==> src/hw/rtl/bma_pkg.sv <==
// Package for the boxcar moving average block.
// Holds the field widths, the reset window size and the controller state codes.
// No dependencies.
package bma_pkg;

  // Payload widths of the sample and average fields.
  localparam int SampleW = 16;
  localparam int AverageW = 16;

  // Width of the window_size register and its value after reset.
  localparam int CfgW = 9;
  localparam logic [CfgW-1:0] WindowSizeReset = 9'd8;

  // Default depth of the sample ring.
  localparam int WindowMaxDefault = 256;

  // Controller states, one-hot.
  typedef enum logic [3:0] {
    S_IDLE = 4'b0001,
    S_READ = 4'b0010,
    S_DIV  = 4'b0100,
    S_DONE = 4'b1000
  } state_e;

endpackage

==> src/hw/rtl/bma_if.sv <==
// Stream interfaces of the boxcar moving average block.
// One channel carries samples in, the other carries averages out.
// Depends on bma_pkg for the payload widths.
interface bma_sample_if;
  logic                           valid;
  logic                           ready;
  logic [bma_pkg::SampleW-1:0]    sample;

  modport source (output valid, output sample, input ready);
  modport sink   (input valid, input sample, output ready);
endinterface

interface bma_average_if;
  logic                           valid;
  logic                           ready;
  logic [bma_pkg::AverageW-1:0]   average;

  modport source (output valid, output average, input ready);
  modport sink   (input valid, input average, output ready);
endinterface

==> src/hw/rtl/boxcar_moving_average_top.sv <==
// Top level of the boxcar moving average block: sample ring memory,
// running sum, iterative divider and output register.
// Depends on bma_pkg and the stream interfaces in bma_if.sv.
//
//   Channel      Direction  Payload            Transaction when
//   sample_i     in         sample [15:0]      valid && ready
//   average_o    out        average [15:0]     valid && ready
//   window_size  in         window_size [8:0]  window_size_we_i
//
// Each sample goes through the ring read on accept, the sum update and ring
// write, the restoring divider at one quotient bit a cycle, and the output
// register load, in that order.
// The output register lets the next sample be taken while an average waits.
// Reset and a window_size write clear the sum, write pointer and full flag; the
// ring itself needs no clearing pass, since entries are read as zero until the
// ring has wrapped. A stalled output holds the divider result until taken.
module boxcar_moving_average_top #(
  parameter int WINDOW_MAX = bma_pkg::WindowMaxDefault
) (
  input  logic                        clk_i,
  input  logic                        rst_ni,
  bma_sample_if.sink                  sample_i,
  bma_average_if.source               average_o,
  input  logic                        window_size_we_i,
  input  logic [bma_pkg::CfgW-1:0]    window_size_i
);

  localparam int AddrW = (WINDOW_MAX > 1) ? $clog2(WINDOW_MAX) : 1;
  localparam int SUM_W = $clog2(WINDOW_MAX * 65535 + 1);
  localparam int DivW = bma_pkg::CfgW;
  localparam int CntW = $clog2(SUM_W + 1);
  localparam int SampleW = bma_pkg::SampleW;

  bma_pkg::state_e state_q, state_d;

  logic [DivW-1:0]    ws_q;
  logic [AddrW-1:0]   pos_q;
  logic               full_q;
  logic [SUM_W-1:0]   sum_q;
  logic [SampleW-1:0] sample_q;
  logic [SampleW-1:0] rdata_q;

  logic [SampleW-1:0] ring_q [WINDOW_MAX];

  logic [DivW-1:0]    div_q;
  logic [DivW-1:0]    rem_q;
  logic [SUM_W-1:0]   quo_q;
  logic [CntW-1:0]    cnt_q;

  logic                          out_valid_q;
  logic [bma_pkg::AverageW-1:0]  out_avg_q;

  logic in_fire;
  logic out_free;

  assign in_fire  = sample_i.valid && sample_i.ready;
  assign out_free = !out_valid_q || average_o.ready;

  assign sample_i.ready    = (state_q == bma_pkg::S_IDLE);
  assign average_o.valid   = out_valid_q;
  assign average_o.average = out_avg_q;

  // Clamp of a written window size into 1..WINDOW_MAX.
  logic [DivW-1:0] ws_clamped;
  always_comb begin
    ws_clamped = window_size_i;
    if (window_size_i == '0) begin
      ws_clamped = DivW'(1);
    end else if (32'(window_size_i) > WINDOW_MAX) begin
      ws_clamped = DivW'(WINDOW_MAX);
    end
  end

  // Sum update and pointer advance, used in the read state.
  logic [AddrW:0]     pos_inc;
  logic               wrap;
  logic [AddrW-1:0]   pos_next;
  logic               full_next;
  logic [SampleW-1:0] old_sample;
  logic [SUM_W-1:0]   sum_next;
  logic [DivW-1:0]    div_next;
  always_comb begin
    pos_inc    = {1'b0, pos_q} + (AddrW+1)'(1);
    wrap       = 32'(pos_inc) >= 32'(ws_q);
    pos_next   = wrap ? '0 : pos_inc[AddrW-1:0];
    full_next  = full_q || wrap;
    // Before the ring wraps, the entry at the pointer has not been written since clearing.
    old_sample = full_q ? rdata_q : '0;
    sum_next   = sum_q - SUM_W'(old_sample) + SUM_W'(sample_q);
    div_next   = full_next ? ws_q : DivW'(pos_inc);
    if (div_next == '0) begin
      div_next = DivW'(1);
    end
  end

  // One restoring division step.
  logic [DivW:0]   trial;
  logic [DivW:0]   diff;
  logic            fits;
  always_comb begin
    trial = {rem_q, quo_q[SUM_W-1]};
    diff  = trial - {1'b0, div_q};
    fits  = (trial >= {1'b0, div_q});
  end

  // Controller.
  always_comb begin
    state_d = state_q;
    unique case (state_q)
      bma_pkg::S_IDLE: begin
        if (in_fire) state_d = bma_pkg::S_READ;
      end
      bma_pkg::S_READ: state_d = bma_pkg::S_DIV;
      bma_pkg::S_DIV: begin
        if (cnt_q == CntW'(SUM_W - 1)) state_d = bma_pkg::S_DONE;
      end
      bma_pkg::S_DONE: begin
        if (out_free) state_d = bma_pkg::S_IDLE;
      end
      default: state_d = bma_pkg::S_IDLE;
    endcase
  end

  // Control state: controller state, window size, pointer, full flag, sum, step count and output valid.
  // The reset window size saturates to the ring depth on small rings.
  always_ff @(posedge clk_i or negedge rst_ni) begin
    if (!rst_ni) begin
      state_q     <= bma_pkg::S_IDLE;
      ws_q        <= (32'(bma_pkg::WindowSizeReset) > WINDOW_MAX) ? DivW'(WINDOW_MAX)
                                                                  : bma_pkg::WindowSizeReset;
      pos_q       <= '0;
      full_q      <= 1'b0;
      sum_q       <= '0;
      cnt_q       <= '0;
      out_valid_q <= 1'b0;
    end else begin
      state_q <= state_d;
      if (window_size_we_i) begin
        ws_q   <= ws_clamped;
        pos_q  <= '0;
        full_q <= 1'b0;
        sum_q  <= '0;
      end else if (state_q == bma_pkg::S_READ) begin
        pos_q  <= pos_next;
        full_q <= full_next;
        sum_q  <= sum_next;
      end
      if (state_q == bma_pkg::S_READ) begin
        cnt_q <= '0;
      end else if (state_q == bma_pkg::S_DIV) begin
        cnt_q <= cnt_q + CntW'(1);
      end
      if (state_q == bma_pkg::S_DONE && out_free) begin
        out_valid_q <= 1'b1;
      end else if (average_o.ready) begin
        out_valid_q <= 1'b0;
      end
    end
  end

  // Sample ring: read at the pointer on accept, written back in the next cycle.
  always_ff @(posedge clk_i) begin
    if (in_fire) begin
      rdata_q  <= ring_q[pos_q];
      sample_q <= sample_i.sample;
    end
    if (state_q == bma_pkg::S_READ) begin
      ring_q[pos_q] <= sample_q;
    end
  end

  // Divider datapath and output payload.
  always_ff @(posedge clk_i) begin
    if (state_q == bma_pkg::S_READ) begin
      div_q <= div_next;
      rem_q <= '0;
      quo_q <= sum_next;
    end else if (state_q == bma_pkg::S_DIV) begin
      rem_q <= fits ? diff[DivW-1:0] : trial[DivW-1:0];
      quo_q <= {quo_q[SUM_W-2:0], fits};
    end
    if (state_q == bma_pkg::S_DONE && out_free) begin
      out_avg_q <= quo_q[bma_pkg::AverageW-1:0];
    end
  end

  // The write pointer always stays inside the active window.
  a_pos_in_window: assert property (@(posedge clk_i) disable iff (!rst_ni)
    32'(pos_q) < 32'(ws_q))
    else $error("write pointer outside the window");

  // A window size write clears the running state.
  a_cfg_clears: assert property (@(posedge clk_i) disable iff (!rst_ni)
    window_size_we_i |=> (sum_q == '0) && !full_q && (pos_q == '0))
    else $error("window size write did not clear the state");

  // A new average only appears after a finished division.
  a_out_after_div: assert property (@(posedge clk_i) disable iff (!rst_ni)
    (!out_valid_q || average_o.ready) && (state_q != bma_pkg::S_DONE) |=> !out_valid_q)
    else $error("average valid without a finished division");

endmodule
==> src/flat_wrapper.sv <==
// flat-port wrapper written by rule: the top's interface ports become plain ports
module boxcar_moving_average_top_flat 
#(
  parameter int WINDOW_MAX = bma_pkg::WindowMaxDefault
)
  (clk_i, rst_ni, window_size_we_i, window_size_i, sample_i_valid, sample_i_sample, sample_i_ready, average_o_valid, average_o_average, average_o_ready);
  bma_sample_if sample_i_i ();
  bma_average_if average_o_i ();
  input  logic clk_i;
  input  logic rst_ni;
  input  logic window_size_we_i;
  input  logic [bma_pkg::CfgW-1:0] window_size_i;
  input wire logic [$bits(sample_i_i.valid)-1:0] sample_i_valid;
  input wire logic [$bits(sample_i_i.sample)-1:0] sample_i_sample;
  output wire logic [$bits(sample_i_i.ready)-1:0] sample_i_ready;
  output wire logic [$bits(average_o_i.valid)-1:0] average_o_valid;
  output wire logic [$bits(average_o_i.average)-1:0] average_o_average;
  input wire logic [$bits(average_o_i.ready)-1:0] average_o_ready;
  assign sample_i_i.valid = sample_i_valid;
  assign sample_i_i.sample = sample_i_sample;
  assign sample_i_ready = sample_i_i.ready;
  assign average_o_valid = average_o_i.valid;
  assign average_o_average = average_o_i.average;
  assign average_o_i.ready = average_o_ready;
  boxcar_moving_average_top #(.WINDOW_MAX(WINDOW_MAX)) u_core (.clk_i(clk_i), .rst_ni(rst_ni), .sample_i(sample_i_i), .average_o(average_o_i), .window_size_we_i(window_size_we_i), .window_size_i(window_size_i));
endmodule
==> config.mk <==
export PLATFORM = sky130hd
export DESIGN_NAME = boxcar_moving_average_top_flat
export DESIGN_NICKNAME = d
export VERILOG_FILES = /design/src/hw/rtl/bma_pkg.sv /design/src/hw/rtl/bma_if.sv /design/src/hw/rtl/boxcar_moving_average_top.sv /design/src/flat_wrapper.sv
export SDC_FILE = /design/constraint.sdc
export NUM_CORES = 2
export LEC_CHECK = 0
export BUFFER_PORTS_ARGS = -buffer_cell sky130_fd_sc_hd__buf_4
export CAP_MARGIN = 20
export CORE_ASPECT_RATIO = 1.75
export CORE_MARGIN = 1.5
export CORE_UTILIZATION = 35
export DETAILED_ROUTE_END_ITERATION = 8
export GPL_ROUTABILITY_DRIVEN = 1
export PLACE_DENSITY_LB_ADDON = 0.1
export SKIP_LAST_GASP = 1
export SLEW_MARGIN = 10
export SYNTH_ARGS = -nofsm -noshare
export SYNTH_HDL_FRONTEND = slang
export SYNTH_SLANG_ARGS = --single-unit
==> constraint.sdc <==
create_clock -name clk_i -period 9 [get_ports clk_i]
set_clock_uncertainty 0.1 [all_clocks]
set_input_delay 0 -clock clk_i [delete_from_list [all_inputs] [get_ports clk_i]]
set_output_delay 0 -clock clk_i [all_outputs]
set_load 0.01 [all_outputs]
# Yosys cells after proc, flatten, opt, wreduce, memory -nomap -nowiden
# Memories as Yosys holds them, arrays and structs flattened. A register that Yosys moved wholly into a read port is not among the register bits.
# Index checks and enable logic that the tools add are counted.
totals:
  ff_bits: 126
  mem_bits_rw: 4096
  inputBits: 30
  memories: 1
  output_inout_bits: 18
mem_list:
  columns: ["memory", "words", "width", "rd", "rd_ports_with_merged_regs", "write_ports", "line", "rtl"]
  rows:
  - ["u_core.ring_q", 256, 16, 1, 1, 1, "boxcar_moving_average_top.sv:43", "logic [SampleW-1:0] ring_q [WINDOW_MAX];"]
classes:
  order_cmp: 3
  eq_ne: 8
  reduce_logical: 11
  muxes: 24
  add_sub_neg: 5
ops:
  columns: ["op", "n"]
  rows:
  - ["2-to-1 mux 24 bit", 4]
  - ["2-to-1 mux 9 bit", 4]
  - ["adder 24 x 16 -> 24 bit", 1]
  - ["2-to-1 mux 8 bit", 3]
  - ["subtractor 24 x 16 -> 24 bit", 1]
  - ["zero test 9 bit", 2]
  - ["2-to-1 mux 16 bit", 1]
  - ["one-hot mux 4 bit (4 select lines)", 1]
  - ["2-to-1 mux 4 bit", 3]
  - ["greater-or-equal comparator 10 x 9 -> 1 bit", 1]
  - ["2-to-1 mux 5 bit", 2]
  - ["adder 8 x 1 -> 9 bit, second input constant", 1]
  - ["greater-or-equal comparator 9 bit", 1]
  - ["> comparator 9 bit, second input constant", 1]
  - ["subtractor 9 bit", 1]
  - ["2-to-1 mux 1 bit", 6]
  - ["nonzero test 2 bit", 3]
  - ["adder 5 x 1 -> 5 bit, second input constant", 1]
  - ["equality test 5 bit, second input constant", 1]
  - ["equality test 4 x 1 -> 1 bit, second input constant", 1]
  - ["equality test 4 x 2 -> 1 bit, second input constant", 1]
  - ["equality test 4 x 3 -> 1 bit, second input constant", 1]
  - ["equality test 4 bit, second input constant", 1]
  - ["!= test 2 x 1 -> 1 bit, second input constant", 2]
  - ["other kinds (5)", 7]

# Depth between registers and ports, before layout
logic_depth:
  ltp_word: 5
  mapped_depth: 16

# Worst setup path before layout
# No wires, ideal clock.
synth_timing:
  path_kind: "register -> register"
  from: "reg u_core.sample_q[2]"
  to: "reg u_core.quo_q[23], data pin"
  path_stages_with_launch: 13
  path_buffers: 0
  slack_ns: 2.306
  setup_time_ns: 0.269
  arrival_ns: 6.325
  period_less_slack_ns: 6.694
  path_cell_list: "edfxtp_1 inv_1 fa_1 inv_1 ha_1 a21oi_1 a2111oi_0 nor2_1 o21ai_0 a31oi_1 xnor2_1 xnor2_1 o21ai_0"
synth_between:
  elab_chain_cells: 2
synth_rtl:
  columns: ["element", "line", "rtl"]
  rows:
  - ["start, declared", "boxcar_moving_average_top.sv:40", "logic [SampleW-1:0] sample_q;"]
  - ["start signal, assigned", "boxcar_moving_average_top.sv:165", "sample_q <= sample_i.sample;"]
  - ["adder 24 x 16 -> 24 bit", "boxcar_moving_average_top.sv:89", "sum_next = sum_q - SUM_W'(old_sample) + SUM_W'(sample_q);"]
  - ["2-to-1 mux 24 bit", "boxcar_moving_average_top.sv:174", "if (state_q == bma_pkg::S_READ) begin"]
  - ["end signal, assigned", "boxcar_moving_average_top.sv:177", "quo_q <= sum_next;"]
  - ["end signal, assigned", "boxcar_moving_average_top.sv:180", "quo_q <= {quo_q[SUM_W-2:0], fits};"]
  - ["end, declared", "boxcar_moving_average_top.sv:47", "logic [SUM_W-1:0] quo_q;"]
# No other way between the ends.
# A chain may end at the register's enable or synchronous reset.

==> results.md <==
- Outcome: finished, final reports clean
- Minimum clock period: 5.91 ns
- Setup TNS: 0 ns
- Cell Pwr Density: 240 nW/µm²
- Via count: 79222
- Antenna viol nets, final: 0
- Tot GR Track Use: 0.224
- Core Area: 467000 µm²
- Capture point of the worst reg-to-reg path: u_core.rdata_q[0]$_DFFE_PP_
- PortBufs: 47
- Fill cells: 41234
- Post-synth ARST share: 0.0123
- Synth warn: 0
- Max transition margin: 0.0505
- Hold Crit Class: input pin to flop
- Share of cells above drive strength 1: 0.309
- RSZ-0062 raised after global routing: false
- CP startpoint kind: flop
- Worst R2R Path Depth: 8
- MaxCap Viol Count: 0
- Vias per std cell: 5.53
- Clock latency on the worst-skew pair: 0.98 ns
- Largest net degree at the start of global routing: 158
- Final setup margin: 3.09 ns
- Final GP Congestion: 0.850
- Initial core utilization: 0.352
- Post-synthesis register bit count: 4238
- Initial DRC Count: 7927
- Max Fclk: 169 MHz
- Most used DFF post-synth: edfxtp_1
- Number of global-route vias before repair: 83514
- Post-DP HPWL: 331000 µm
- Crit Path Max Fanout: 67
- Die height: 909 µm
- Chip width: 521 µm
- Top cells by area, synth: edfxtp_1 (76%), mux4_2 (16%), mux2i_1 (1.1%), dfrtp_1 (0.76%), nor2_1 (0.73%)
- Num CTS Buffers: 400
- Std-Cell Rows: 332
- CP Data Arrival Time: 6.54 ns
- CTS Buffer Depth: 4
- Worst setup EP type: flop
- Root buffer cell: clkbuf_16
- Die ar.: 473000 µm²
- Post-synth top area cell: edfxtp_1
- Slew at the pin with the worst max-slew slack: 1.42 ns
- Clock tree sinks: 4238
- Drt pass-1 iters: 5
- Cells after Synth: 7222
- GRT overflow: 0
- Top cell type's share of synthesized area: 0.764
- Synth Cell Area: 164000 µm²
- Worst hold stages: 3
- Fin. max-slew vios: 0
- Dpl ws: 2.99 ns
- Top-level I/O count: 48
- Static Leakage: 56.6 nW
- Seq/Total Area, Yosys: 0.773
- Syn Area/Cell: 22.7 µm²
- Post-synth EDFFs: 4177
- WS Path Type: flop to flop
- First-pass GRT wire length: 725000 µm
- Reg2reg setup slack: 3.09 ns
- Fin nets: 7899
- Clock slew at reported path FFs: 0.07 ns
- CTS tree: done
- Hold_sp: sample_i_sample[14]
- Worst IR Drop VDD: 0.164 mV
- Final Cycle Share: 0.657
- Initial antenna violation count: 27
- Post-Syn Nets: 7316
- Routed Wire Length: 534000 µm
- Number of hold violations in the final report: 0
- Final number of setup-violating endpoints: 0
- # H-tree levels: 5
- R2R Path Start: u_core.pos_q[0]$_DFFE_PN0P_
- Worst EP required: 9.62 ns
- DRC Markers: 0
- End of the worst hold path: u_core.sample_q[14]$_DFFE_PP_
- Syn-to-layout area delta: 15.0%
- WL/cell: 37.3 µm
- Unique masters post-synth: 68
synthesized netlist by cell type (46+ instances only):
cell type / count
o22ai_1: 83
mux2i_1: 174
buf_2: 88
nor2_1: 319
a22o_1: 58
ha_1: 47
a21oi_1: 60
nand2_1: 142
buf_4: 46
clkbuf_1: 176
mux4_2: 1157
dfrtp_1: 50
inv_1: 97
edfxtp_1: 4177
cell usage in the layout, fill, tap and decap left out, drive strengths merged, types with 12 or more instances in the layout:
master and n:
clkinv 173, nand3 44, a211oi 12, nor4 12
buf 490, xor2 12, o32ai 15, bufinv 46
and2 24, mux2i 174, nand4 14, inv 106
nand2b 14, a221oi 41, dlygate4sd3 79, clkbuf 481
ha 47, dfrtp 50, xnor2 20, edfxtp 4177
o21ai 42, a21o 18, a22oi 40, diode 25
nor2b 17, mux4 1157, a22o 58, nor2 319
nand2 142, a21oi 60, clkinvlp 17, nor3 16
or3 17, fa 17, o22ai 83
how the worst max path moves through the flow:
stage | cells past startpoint | to | slack, ns | start
floorplan | 12 | u_core.quo_q[23]$_DFFE_PN_ | 2.31 | u_core.sample_q[2]$_DFFE_PP_
global placement | 9 | u_core.rdata_q[9]$_DFFE_PP_ | 1.93 | u_core.pos_q[1]$_DFFE_PN0P_
detailed placement | 8 | u_core.rdata_q[0]$_DFFE_PP_ | 2.99 | u_core.pos_q[0]$_DFFE_PN0P_
CTS | 8 | u_core.rdata_q[0]$_DFFE_PP_ | 2.96 | u_core.pos_q[0]$_DFFE_PN0P_
global route | 13 | u_core.pos_q[2]$_DFFE_PN0P_ | 2.73 | u_core.pos_q[0]$_DFFE_PN0P_
finish | 8 | u_core.rdata_q[0]$_DFFE_PP_ | 3.09 | u_core.pos_q[0]$_DFFE_PN0P_
logic make-up (layout without fill, tap and decap cells):
family,count (synthesis),after routing,synth area share
other,0,25,0
xor gates and xnor gates,32,32,0.00171
muxes,1342,1342,0.170
DFF,4238,4238,0.773
buffers and inverters,486,1392,0.0144
adders and majority gates,64,64,0.00565
and+or+nand+nor,643,643,0.0172
AOI/OAI and AO/OA,417,417,0.0181
area by class of cell:
cell class,count,area [µm²],share of cell area
multi-input combinational,2498,36000,0.191
clock buffer,481,10500,0.0554
timing repair buffer,569,4860,0.0257
clock inverter,244,2410,0.0128
antenna,25,62.6,0.000331
tap,6179,7730,0.0409
sequential,4238,127000,0.672
inverter,98,368,0.00195
layer usage:
layer,vias up,track usage,share of wire
met1,44380,0.265,0.38
li1,31757,-,-
met3,701,0.0286,0.045
met5,-,0,0.000056
met4,6,0.107,0.052
met2,2378,0.401,0.53
sequential cells by signal, summed over array words and instances (netlist names):
| name | cells |
|---|---|
| u_core.state_q | 4 |
| u_core.div_q | 9 |
| u_core.pos_q | 8 |
| u_core.ring_q | 4096 |
| u_core.rdata_q | 16 |
| u_core.cnt_q | 5 |
| u_core.sample_q | 16 |
| u_core.average_o.average | 16 |
| u_core.sum_q | 24 |
| u_core.average_o.valid | 1 |
| u_core.ws_q | 9 |
| u_core.rem_q | 9 |
| u_core.quo_q | 24 |
| u_core.full_q | 1 |
per-stage QoR:
| step | cell area (µm²) | instances | utilization | power (mW) | hold slack (ns) |
|---|---|---|---|---|---|
| 2_1_floorplan | 164000 | 7222 | - | 26.7 | -0.396 |
| 3_3_place_gp | 175000 | 13479 | 0.374 | 28.5 | 0.0307 |
| 3_5_place_dp | 175000 | 13502 | 0.375 | 28.6 | 0.0511 |
| 4_1_cts | 189000 | 14307 | 0.404 | 45.7 | 0.0998 |
| 5_1_grt | 189000 | 14322 | 0.404 | 46.6 | 0.157 |
| 6_report | 189000 | 14332 | 0.404 | 45.2 | 0.186 |
worst max-delay path, cell delays in order (launching register included):
cell and delay, ns:
dfrtp_4 1.12, buf_12 0.50, buf_4 0.50, mux4_2 0.57
mux2i_1 0.37, o22ai_1 0.31, nor4_1 0.88, nand4_1 0.48
or4_1 0.61
report_power, final:
part	switching, mW	internal, mW
Sequential	0.154	22.8
Clock	7.56	9.60
Combinational	3.35	1.78
Total	11.1	34.2
what timing repair did:
| item | CTS | global route |
|---|---|---|
| hold endpoints to repair | 162 | 0 |
| hold buffers | 80 | 0 |
| setup buffers | 0 | 0 |
| resized for setup | 0 | 0 |
No activity file was read; power rests on OpenSTA's default activity.
